$ cat src/rtl/khv_pkg.sv
`default_nettype none
// ---------------------------------------------------------------------------
// Key hit velocity detector: shared package
// Sizes, field layout, register indices and the structs passed between the
// controller and the bit-serial velocity scaler.
// ---------------------------------------------------------------------------
package khv_pkg;

  // Number of keys tracked and the sample bits actually used.
  localparam int NOTE_COUNT  = 88;
  localparam int SAMPLE_BITS = 12;

  // Field widths.
  localparam int NOTE_W   = 7;
  localparam int TIME_W   = 32;
  localparam int SAMPLE_W = 12;
  localparam int VEL_W    = 7;
  localparam int BOUNCE_W = 16;

  localparam logic [VEL_W-1:0] VEL_MAX = {VEL_W{1'b1}};

  // Per-key storage: {release time, previous sample}.
  localparam int ADDR_W  = (NOTE_COUNT > 1) ? $clog2(NOTE_COUNT) : 1;
  localparam int ENTRY_W = TIME_W + SAMPLE_W;

  localparam logic [NOTE_W:0] NOTE_LIMIT = (NOTE_W + 1)'(NOTE_COUNT);

  localparam logic [SAMPLE_W-1:0] SAMPLE_MASK =
    (SAMPLE_BITS >= SAMPLE_W) ? {SAMPLE_W{1'b1}} : SAMPLE_W'((1 << SAMPLE_BITS) - 1);

  // Velocity numerator: (sample - active) * VEL_MAX.
  localparam int NUM_W = SAMPLE_W + VEL_W;
  localparam int CNT_W = $clog2(VEL_W + 1);

  // Stream word layouts.
  localparam int IN_TDATA_W  = ((NOTE_W + TIME_W + SAMPLE_W + 7) / 8) * 8;
  localparam int OUT_TDATA_W = ((NOTE_W + VEL_W + 7) / 8) * 8;
  localparam int IN_NOTE_LSB   = 0;
  localparam int IN_TIME_LSB   = NOTE_W;
  localparam int IN_SAMPLE_LSB = NOTE_W + TIME_W;

  // Configuration port.
  localparam int CFG_ADDR_W = 2;
  localparam int CFG_DATA_W = 16;

  typedef enum logic [CFG_ADDR_W-1:0] {
    CFG_BOUNCE_DELAY = 2'd0,
    CFG_ACTIVE_THR   = 2'd1,
    CFG_FULL_THR     = 2'd2
  } cfg_idx_t;

  localparam logic [BOUNCE_W-1:0] BOUNCE_RESET = BOUNCE_W'(50);
  localparam logic [SAMPLE_W-1:0] ACTIVE_RESET = SAMPLE_W'(400);
  localparam logic [SAMPLE_W-1:0] FULL_RESET   = SAMPLE_W'(3000);

  // Controller to scaler.
  typedef struct packed {
    logic                start;
    logic [NUM_W-1:0]    num;
    logic [SAMPLE_W-1:0] span;
  } div_req_t;

  // Scaler to controller.
  typedef struct packed {
    logic             done;
    logic [VEL_W-1:0] vel;
  } div_stat_t;

endpackage
`default_nettype wire

$ cat src/rtl/khv_ram.sv
`default_nettype none
// ---------------------------------------------------------------------------
// Generic single-port-write, single-port-read RAM
// One write and one registered read per cycle.
// ---------------------------------------------------------------------------
module khv_ram #(
  parameter  int WIDTH = 8,
  parameter  int DEPTH = 16,
  localparam int AW    = (DEPTH > 1) ? $clog2(DEPTH) : 1
) (
  input  wire logic             clk,
  input  wire logic             we,
  input  wire logic [AW-1:0]    waddr,
  input  wire logic [WIDTH-1:0] wdata,
  input  wire logic             re,
  input  wire logic [AW-1:0]    raddr,
  output logic      [WIDTH-1:0] rdata
);

  logic [WIDTH-1:0] mem [DEPTH];

  always_ff @(posedge clk) begin
    if (we) begin
      mem[waddr] <= wdata;
    end
    if (re) begin
      rdata <= mem[raddr];
    end
  end

endmodule
`default_nettype wire

$ cat src/rtl/khv_div.sv
`default_nettype none
// ---------------------------------------------------------------------------
// Bit-serial velocity scaler
// Restoring division, one quotient bit per cycle, saturating at full scale.
// ---------------------------------------------------------------------------
module khv_div (
  input  wire logic                clk,
  input  wire logic                rst_n,
  input  wire khv_pkg::div_req_t   req,
  output khv_pkg::div_stat_t       stat
);
  import khv_pkg::*;

  localparam logic [CNT_W-1:0] CNT_LAST = CNT_W'(VEL_W);

  logic [NUM_W-1:0] rem_r, rem_nxt;
  logic [NUM_W-1:0] dsr_r, dsr_nxt;
  logic [VEL_W-1:0] q_r, q_nxt;
  logic [CNT_W-1:0] cnt_r, cnt_nxt;
  logic             busy_r, busy_nxt;
  logic             done_r, done_nxt;
  logic             ge;

  assign ge = (rem_r >= dsr_r);

  always_comb begin
    rem_nxt  = rem_r;
    dsr_nxt  = dsr_r;
    q_nxt    = q_r;
    cnt_nxt  = cnt_r;
    busy_nxt = busy_r;
    done_nxt = 1'b0;
    if (req.start) begin
      rem_nxt  = req.num;
      dsr_nxt  = {req.span, {VEL_W{1'b0}}};
      cnt_nxt  = '0;
      busy_nxt = 1'b1;
    end else if (busy_r) begin
      if (cnt_r == '0) begin
        // A quotient above full scale saturates straight away.
        if (ge) begin
          q_nxt    = VEL_MAX;
          busy_nxt = 1'b0;
          done_nxt = 1'b1;
        end else begin
          dsr_nxt = dsr_r >> 1;
          cnt_nxt = cnt_r + CNT_W'(1);
        end
      end else begin
        if (ge) begin
          rem_nxt = rem_r - dsr_r;
        end
        q_nxt   = {q_r[VEL_W-2:0], ge};
        dsr_nxt = dsr_r >> 1;
        if (cnt_r == CNT_LAST) begin
          busy_nxt = 1'b0;
          done_nxt = 1'b1;
        end else begin
          cnt_nxt = cnt_r + CNT_W'(1);
        end
      end
    end
  end

  always_ff @(posedge clk) begin
    if (!rst_n) begin
      busy_r <= 1'b0;
      done_r <= 1'b0;
      cnt_r  <= '0;
    end else begin
      busy_r <= busy_nxt;
      done_r <= done_nxt;
      cnt_r  <= cnt_nxt;
    end
    rem_r <= rem_nxt;
    dsr_r <= dsr_nxt;
    q_r   <= q_nxt;
  end

  assign stat.done = done_r;
  assign stat.vel  = q_r;

endmodule
`default_nettype wire

$ cat src/rtl/key_hit_velocity_detector.sv
`default_nettype none
// ---------------------------------------------------------------------------
// Key hit velocity detector
// Watches scanned key-sensor samples, detects strikes and releases per key
// and reports each strike with a velocity scaled between two thresholds.
// ---------------------------------------------------------------------------
//
//  Channel  Direction  Word contents (lowest bit first)
//  in_      slave      note_index[6:0], time_ms[38:7], sample[50:39], zero pad
//  out_     master     hit_note[6:0], velocity[13:7], zero pad
//  cfg_     write      index 0 bounce delay in ms, 1 press threshold, 2 full threshold
//
// Flow: one word at a time. A word with no strike is accepted with the per-key RAM
// read, then evaluated and written back; a strike adds a hand-off state and, unless
// the full threshold sits at or below the press threshold, a pass through the
// bit-serial scaler, which ends early when it saturates or else forms all seven bits.
// Reset: rst_n is synchronous and active low; it clears the per-key valid bits.
// Stalls: a strike waits only while the output register holds an untaken word.
// ---------------------------------------------------------------------------
module key_hit_velocity_detector (
  input  wire logic                             clk,
  input  wire logic                             rst_n,
  // note_index, time_ms, sample
  input  wire logic [khv_pkg::IN_TDATA_W-1:0]   in_tdata,
  input  wire logic                             in_tvalid,
  output logic                                  in_tready,
  // hit_note, velocity
  output logic      [khv_pkg::OUT_TDATA_W-1:0]  out_tdata,
  output logic                                  out_tvalid,
  input  wire logic                             out_tready,
  input  wire logic                             cfg_we,
  input  wire logic [khv_pkg::CFG_ADDR_W-1:0]   cfg_addr,
  input  wire logic [khv_pkg::CFG_DATA_W-1:0]   cfg_wdata
);
  import khv_pkg::*;

  typedef enum logic [3:0] {
    ST_IDLE = 4'b0001,
    ST_EVAL = 4'b0010,
    ST_DIV  = 4'b0100,
    ST_FIN  = 4'b1000
  } state_t;

  state_t state_r, state_nxt;

  // Configuration registers.
  logic [BOUNCE_W-1:0] bounce_r;
  logic [SAMPLE_W-1:0] active_r;
  logic [SAMPLE_W-1:0] full_r;

  always_ff @(posedge clk) begin
    if (!rst_n) begin
      bounce_r <= BOUNCE_RESET;
      active_r <= ACTIVE_RESET;
      full_r   <= FULL_RESET;
    end else if (cfg_we) begin
      case (cfg_addr)
        CFG_BOUNCE_DELAY: bounce_r <= cfg_wdata[BOUNCE_W-1:0];
        CFG_ACTIVE_THR:   active_r <= cfg_wdata[SAMPLE_W-1:0];
        CFG_FULL_THR:     full_r   <= cfg_wdata[SAMPLE_W-1:0];
        default:          ;
      endcase
    end
  end

  // Input word fields.
  logic [NOTE_W-1:0]   in_note;
  logic [TIME_W-1:0]   in_time;
  logic [SAMPLE_W-1:0] in_sample;
  logic                in_acc;
  logic                in_range;

  assign in_note   = in_tdata[IN_NOTE_LSB +: NOTE_W];
  assign in_time   = in_tdata[IN_TIME_LSB +: TIME_W];
  assign in_sample = in_tdata[IN_SAMPLE_LSB +: SAMPLE_W];
  assign in_tready = (state_r == ST_IDLE);
  assign in_acc    = in_tvalid && in_tready;
  assign in_range  = ({1'b0, in_note} < NOTE_LIMIT);

  // Captured word; payload only, so no reset.
  logic [NOTE_W-1:0]   note_r;
  logic [TIME_W-1:0]   time_r;
  logic [SAMPLE_W-1:0] cur_r;

  always_ff @(posedge clk) begin
    if (in_acc) begin
      note_r <= in_note;
      time_r <= in_time;
      cur_r  <= in_sample & SAMPLE_MASK;
    end
  end

  // Per-key store: {release time, previous sample}. An entry that has never
  // been written reads as zero through its valid bit.
  logic [NOTE_COUNT-1:0] valid_r;
  logic                  ram_we;
  logic [ENTRY_W-1:0]    ram_wdata;
  logic [ENTRY_W-1:0]    ram_rdata;
  logic [ADDR_W-1:0]     wr_addr;

  assign wr_addr = note_r[ADDR_W-1:0];

  khv_ram #(
    .WIDTH (ENTRY_W),
    .DEPTH (NOTE_COUNT)
  ) u_store (
    .clk   (clk),
    .we    (ram_we),
    .waddr (wr_addr),
    .wdata (ram_wdata),
    .re    (in_acc),
    .raddr (in_note[ADDR_W-1:0]),
    .rdata (ram_rdata)
  );

  always_ff @(posedge clk) begin
    if (!rst_n) begin
      valid_r <= '0;
    end else if (ram_we) begin
      valid_r[wr_addr] <= 1'b1;
    end
  end

  // Evaluation of the stored entry against the new sample.
  logic [SAMPLE_W-1:0] last;
  logic [TIME_W-1:0]   rel;
  logic [TIME_W-1:0]   elapsed;
  logic                changed;
  logic                open;
  logic                hit;
  logic                release_ev;
  logic                degenerate;
  logic [SAMPLE_W-1:0] diff;

  assign last       = valid_r[wr_addr] ? ram_rdata[SAMPLE_W-1:0] : '0;
  assign rel        = valid_r[wr_addr] ? ram_rdata[ENTRY_W-1:SAMPLE_W] : '0;
  assign elapsed    = time_r - rel;
  assign changed    = (cur_r != last);
  // Lockout: no strike or release counts until the bounce delay has passed since release.
  assign open       = (elapsed >= TIME_W'(bounce_r));
  assign hit        = changed && open && (cur_r > active_r) && (last < active_r);
  assign release_ev = changed && open && (cur_r <= active_r) && (last > active_r);
  assign degenerate = (full_r <= active_r);
  assign diff       = cur_r - active_r;

  // The whole entry is rewritten every time, so one valid bit covers both.
  assign ram_we    = (state_r == ST_EVAL);
  assign ram_wdata = {release_ev ? time_r : rel, cur_r};

  // Velocity scaler: numerator is diff * VEL_MAX, done as shift and subtract.
  div_req_t  div_req;
  div_stat_t div_stat;

  assign div_req.start = (state_r == ST_EVAL) && hit && !degenerate;
  assign div_req.num   = {diff, {VEL_W{1'b0}}} - NUM_W'(diff);
  assign div_req.span  = full_r - active_r;

  khv_div u_div (
    .clk   (clk),
    .rst_n (rst_n),
    .req   (div_req),
    .stat  (div_stat)
  );

  // Result hand-off.
  logic [VEL_W-1:0]  vel_r, vel_nxt;
  logic [NOTE_W-1:0] out_note_r;
  logic [VEL_W-1:0]  out_vel_r;
  logic              out_valid_r, out_valid_nxt;
  logic              out_load;

  assign out_load = (state_r == ST_FIN) && (!out_valid_r || out_tready);

  always_comb begin
    state_nxt = state_r;
    vel_nxt   = vel_r;
    case (state_r)
      ST_IDLE: begin
        if (in_acc && in_range) begin
          state_nxt = ST_EVAL;
        end
      end
      ST_EVAL: begin
        if (hit && degenerate) begin
          vel_nxt   = VEL_MAX;
          state_nxt = ST_FIN;
        end else if (hit) begin
          state_nxt = ST_DIV;
        end else begin
          state_nxt = ST_IDLE;
        end
      end
      ST_DIV: begin
        if (div_stat.done) begin
          vel_nxt   = div_stat.vel;
          state_nxt = ST_FIN;
        end
      end
      ST_FIN: begin
        if (out_load) begin
          state_nxt = ST_IDLE;
        end
      end
      default: state_nxt = ST_IDLE;
    endcase
  end

  always_comb begin
    out_valid_nxt = out_valid_r;
    if (out_load) begin
      out_valid_nxt = 1'b1;
    end else if (out_tready) begin
      out_valid_nxt = 1'b0;
    end
  end

  always_ff @(posedge clk) begin
    if (!rst_n) begin
      state_r     <= ST_IDLE;
      out_valid_r <= 1'b0;
    end else begin
      state_r     <= state_nxt;
      out_valid_r <= out_valid_nxt;
    end
    vel_r <= vel_nxt;
    if (out_load) begin
      out_note_r <= note_r;
      out_vel_r  <= vel_r;
    end
  end

  assign out_tvalid = out_valid_r;
  assign out_tdata  = OUT_TDATA_W'({out_vel_r, out_note_r});

`ifndef SYNTHESIS
  // An in-range word is evaluated in the very next cycle.
  a_eval_follows: assert property (@(posedge clk) disable iff (!rst_n)
    (in_acc && in_range) |=> (state_r == ST_EVAL))
    else $error("accepted word was not evaluated");

  // The scaler only finishes while the controller waits for it.
  a_done_in_div: assert property (@(posedge clk) disable iff (!rst_n)
    div_stat.done |-> (state_r == ST_DIV))
    else $error("scaler finished outside the division state");

  // A pending strike never overwrites a result that has not been taken.
  a_no_overwrite: assert property (@(posedge clk) disable iff (!rst_n)
    (state_r == ST_FIN && out_valid_r && !out_tready) |=> (state_r == ST_FIN))
    else $error("strike left the hold state while output was full");

  // A result only appears after a strike was held for hand-off.
  a_out_from_fin: assert property (@(posedge clk) disable iff (!rst_n)
    $rose(out_valid_r) |-> $past(state_r == ST_FIN))
    else $error("output word appeared without a strike");
`endif

endmodule
`default_nettype wire

$ cat config.mk
export PLATFORM = sky130hd
export DESIGN_NAME = key_hit_velocity_detector
export DESIGN_NICKNAME = d
export VERILOG_FILES = /design/src/rtl/khv_pkg.sv /design/src/rtl/khv_ram.sv /design/src/rtl/khv_div.sv /design/src/rtl/key_hit_velocity_detector.sv
export SDC_FILE = /design/constraint.sdc
export NUM_CORES = 2
export LEC_CHECK = 0
export BUFFER_PORTS_ARGS = -buffer_cell sky130_fd_sc_hd__buf_2
export CORE_ASPECT_RATIO = 0.9
export CORE_MARGIN = 5
export CORE_UTILIZATION = 40
export CTS_BUF_LIST = sky130_fd_sc_hd__clkbuf_2
export DETAILED_ROUTE_END_ITERATION = 7
export MAX_ROUTING_LAYER = met4
export SLEW_MARGIN = 10
export SYNTH_ARGS = -nofsm -noshare
export SYNTH_HDL_FRONTEND = slang
export SYNTH_SLANG_ARGS = --single-unit
export TNS_END_PERCENT = 5
$ cat constraint.sdc
create_clock -name clk -period 14.45 [get_ports clk]
set_input_delay 2.89 -clock clk [delete_from_list [all_inputs] [get_ports clk]]
set_output_delay 2.89 -clock clk [all_outputs]
set_load 0.02 [all_outputs]
==> qor.yml <==
status: "finished clean"
post_cts_resized: 0
nFillCells: 34700
ios: 97
synth_cells: 7432
dieArea_um2: 422000
crit_top_cell: "buf_4"
antenna_found_initial: 18
period_needed_ns: 11.27
skew_ns: 0.205
clock_path_buffers: 4
ys_ff_latch: 4171
min_period_over_period_pct: 78.0
rsz0062_at_grt: "false"
syn_area_per_cell_um2: 22.0
clock-sinks: 4171
die_h_um: 617
critPathCaptureType: "flip-flop"
cts_buffers: 951
grt_max_degree: 113
hold_violations: 0
path_max_fanout: 88
critPathArrivalTime_ns: 13.10
hold_path_class: "flip-flop to flip-flop"
slowest_delay_ns: 0.93
first_pass_iters: 6
start_kind: "flip-flop"
routed_wl_um: 464000
portBuffers: 89
grt.total_usage_pct: 22.2
synth_warnings: 0
setup_viol: 0
hold_buffers: 0
grt_pass1_vias: 85300
cts_htree_levels: 6
clk_latency_ns: 2.35
tritoncts: "done"
start_util_pct: 40.2
ant_nets: 0
synthToLayoutAreaGrowth_pct: 10.8
core-area_um2: 407000
async_flop_share_pct: 0
synth_edf_count: 4026
drv_cap: 0
ys_seq_area_share_pct: 75.6
critical_path.startpoint: "note_r[0]"
slowest_stage: "or4_2"
synth.area.top_cells: "edfxtp_1 74%, mux4_2 17%, dfxtp_1 1.8%"
drt-initial-drc-count: 10400
p_leak_nw: 58.7
power.density_nw_per_um2: 129
worst_slew_pin_slew_ns: 1.39
synth_ff_type: "edfxtp_1"
synth.distinct_cells: 83
postCtsSetupBuffers: 0
ir_worst_vdd_v: 0.0000836
drc: 0
setup_tns_ns: 0
worstReg2RegStart: "note_r[0]"
vias: 84900
clockRootBuffer: "clkbuf_2"
dp_hpwl_um: 244000
worstSetupPathType: "flip-flop to flip-flop"
post_drt_via_cell_ratio: 5.87
final_common_cell: "edfxtp_1"
relSlewSlack_pct: 6.77
grt_pass1_wl_um: 648000
synth_area_leader_cell: "edfxtp_1"
drive_gt1_share_pct: 35.7
fp-row-count: 222
netlist_area_um2: 164000
drv_slew: 0
fp.dieW_um: 684
timing.fmax_mhz: 88.7
wire_per_inst_um: 32.0
min_from: "vel_r[2]"
total_power_mw: 23.3
required_ns: 16.28
nets: 8544
grt_overflow: 0
yosysTopAreaCellShare_pct: 73.9
layout_common_cells: "4026 x edfxtp_1, 1426 x clkbuf_2, 1235 x mux4_2"
path_clk_slew_ns: 0.11
gp_congestion: 0.861
[flip-flops by register name (all words and copies together) (netlist names), 16 cells and up]
signal / count
u_store.mem: 3872
valid_r: 88
u_store.rdata: 44
time_r: 32
u_div.dsr_r: 19
u_div.rem_r: 19
bounce_r: 16
[worst max-delay path: cells and delay by family, from the launching register on]
family / cells / cell delay, ns
AOI/OAI and AO/OA: 9 / 1.86
xor gates and xnor gates: 1 / 0.17
adders and majority gates: 2 / 0.52
buffers and inverters: 5 / 2.60
DFF: 1 / 0.45
muxes: 2 / 0.93
and+or+nand+nor: 13 / 4.08
[power by group]
part / total, mW / switching (mW) / internal [mW]
logic: 2.08 / 1.36 / 0.727
registers: 13.7 / 0.0840 / 13.6
clock network: 7.55 / 4.69 / 2.86
[stage by stage]
stage	area (um^2)	util [%]	setup slack (ns)	cells	hold WS [ns]
4_1_cts	181000	44.5	3.26	14500	0.410
3_5_place_dp	173000	42.4	3.41	12800	0.450
3_3_place_gp	173000	42.4	3.18	12800	0.438
5_1_grt	181000	44.6	2.52	14500	0.399
2_1_floorplan	164000	-	4.49	7433	0.400
6_report	181000	44.6	3.18	14500	0.393
[worst paths after layout]
path,to,slack (ns),cells after the start
max,u_store.mem[39][37],3.18,32
min,out_vel_r[2],0.39,0
max reg2reg,u_store.mem[39][37],3.18,32
min reg2reg,out_vel_r[2],0.39,0
[layer usage]
metal | wire length, um | part of all wire, % | global-route usage (%) | up-vias
li1 | - | - | - | 33800
met1 | 191000 | 41 | 31.1 | 45900
met2 | 217000 | 47 | 33.3 | 4516
met3 | 43600 | 9.4 | 4.35 | 692
met4 | 11800 | 2.5 | 6.34 | 0
met5 | 0 | 0 | - | -
[area by class of cell]
| class | instances | area (um^2) | share of cell area, % |
|---|---|---|---|
| Clock buffer | 1426 | 7140 | 3.94 |
| Tap cell | 5376 | 6730 | 3.71 |
| Antenna cell | 21 | 52.6 | 0.0290 |
| Sequential cell | 4171 | 124000 | 68.3 |
| Inverter | 124 | 468 | 0.258 |
| Multi-Input combinational cell | 2764 | 39100 | 21.5 |
| Clock inverter | 253 | 1580 | 0.872 |
| Timing Repair Buffer | 336 | 2510 | 1.38 |
[synthesized netlist by cell type (20+ instances only)]
cell,n
a21boi_0,31
nand2b_1,26
nand3_1,36
o21ai_0,138
a21oi_1,80
mux2i_1,106
dfxtp_1,145
a21o_1,28
mux4_2,1235
o21a_1,103
nand4_1,20
clkbuf_1,275
buf_1,85
and2_1,21
nand2_1,278
nor2_1,163
xnor2_1,43
xor2_1,29
ha_1,113
edfxtp_1,4026
nor2b_1,26
nor3_1,27
inv_1,123
[kinds of logic (layout without fill, tap and decap cells)]
group	after synthesis	count (layout)	synth area share, %
flops	4171	4171	75.6
buf+inv	498	2139	1.17
other cells	1	23	0.00229
xor+xnor	72	72	0.385
fa+ha+maj	117	117	0.913
simple gates	699	699	2.02
compound gates	519	519	2.12
mux	1355	1355	17.7
Power figures use the tool's default switching activity.
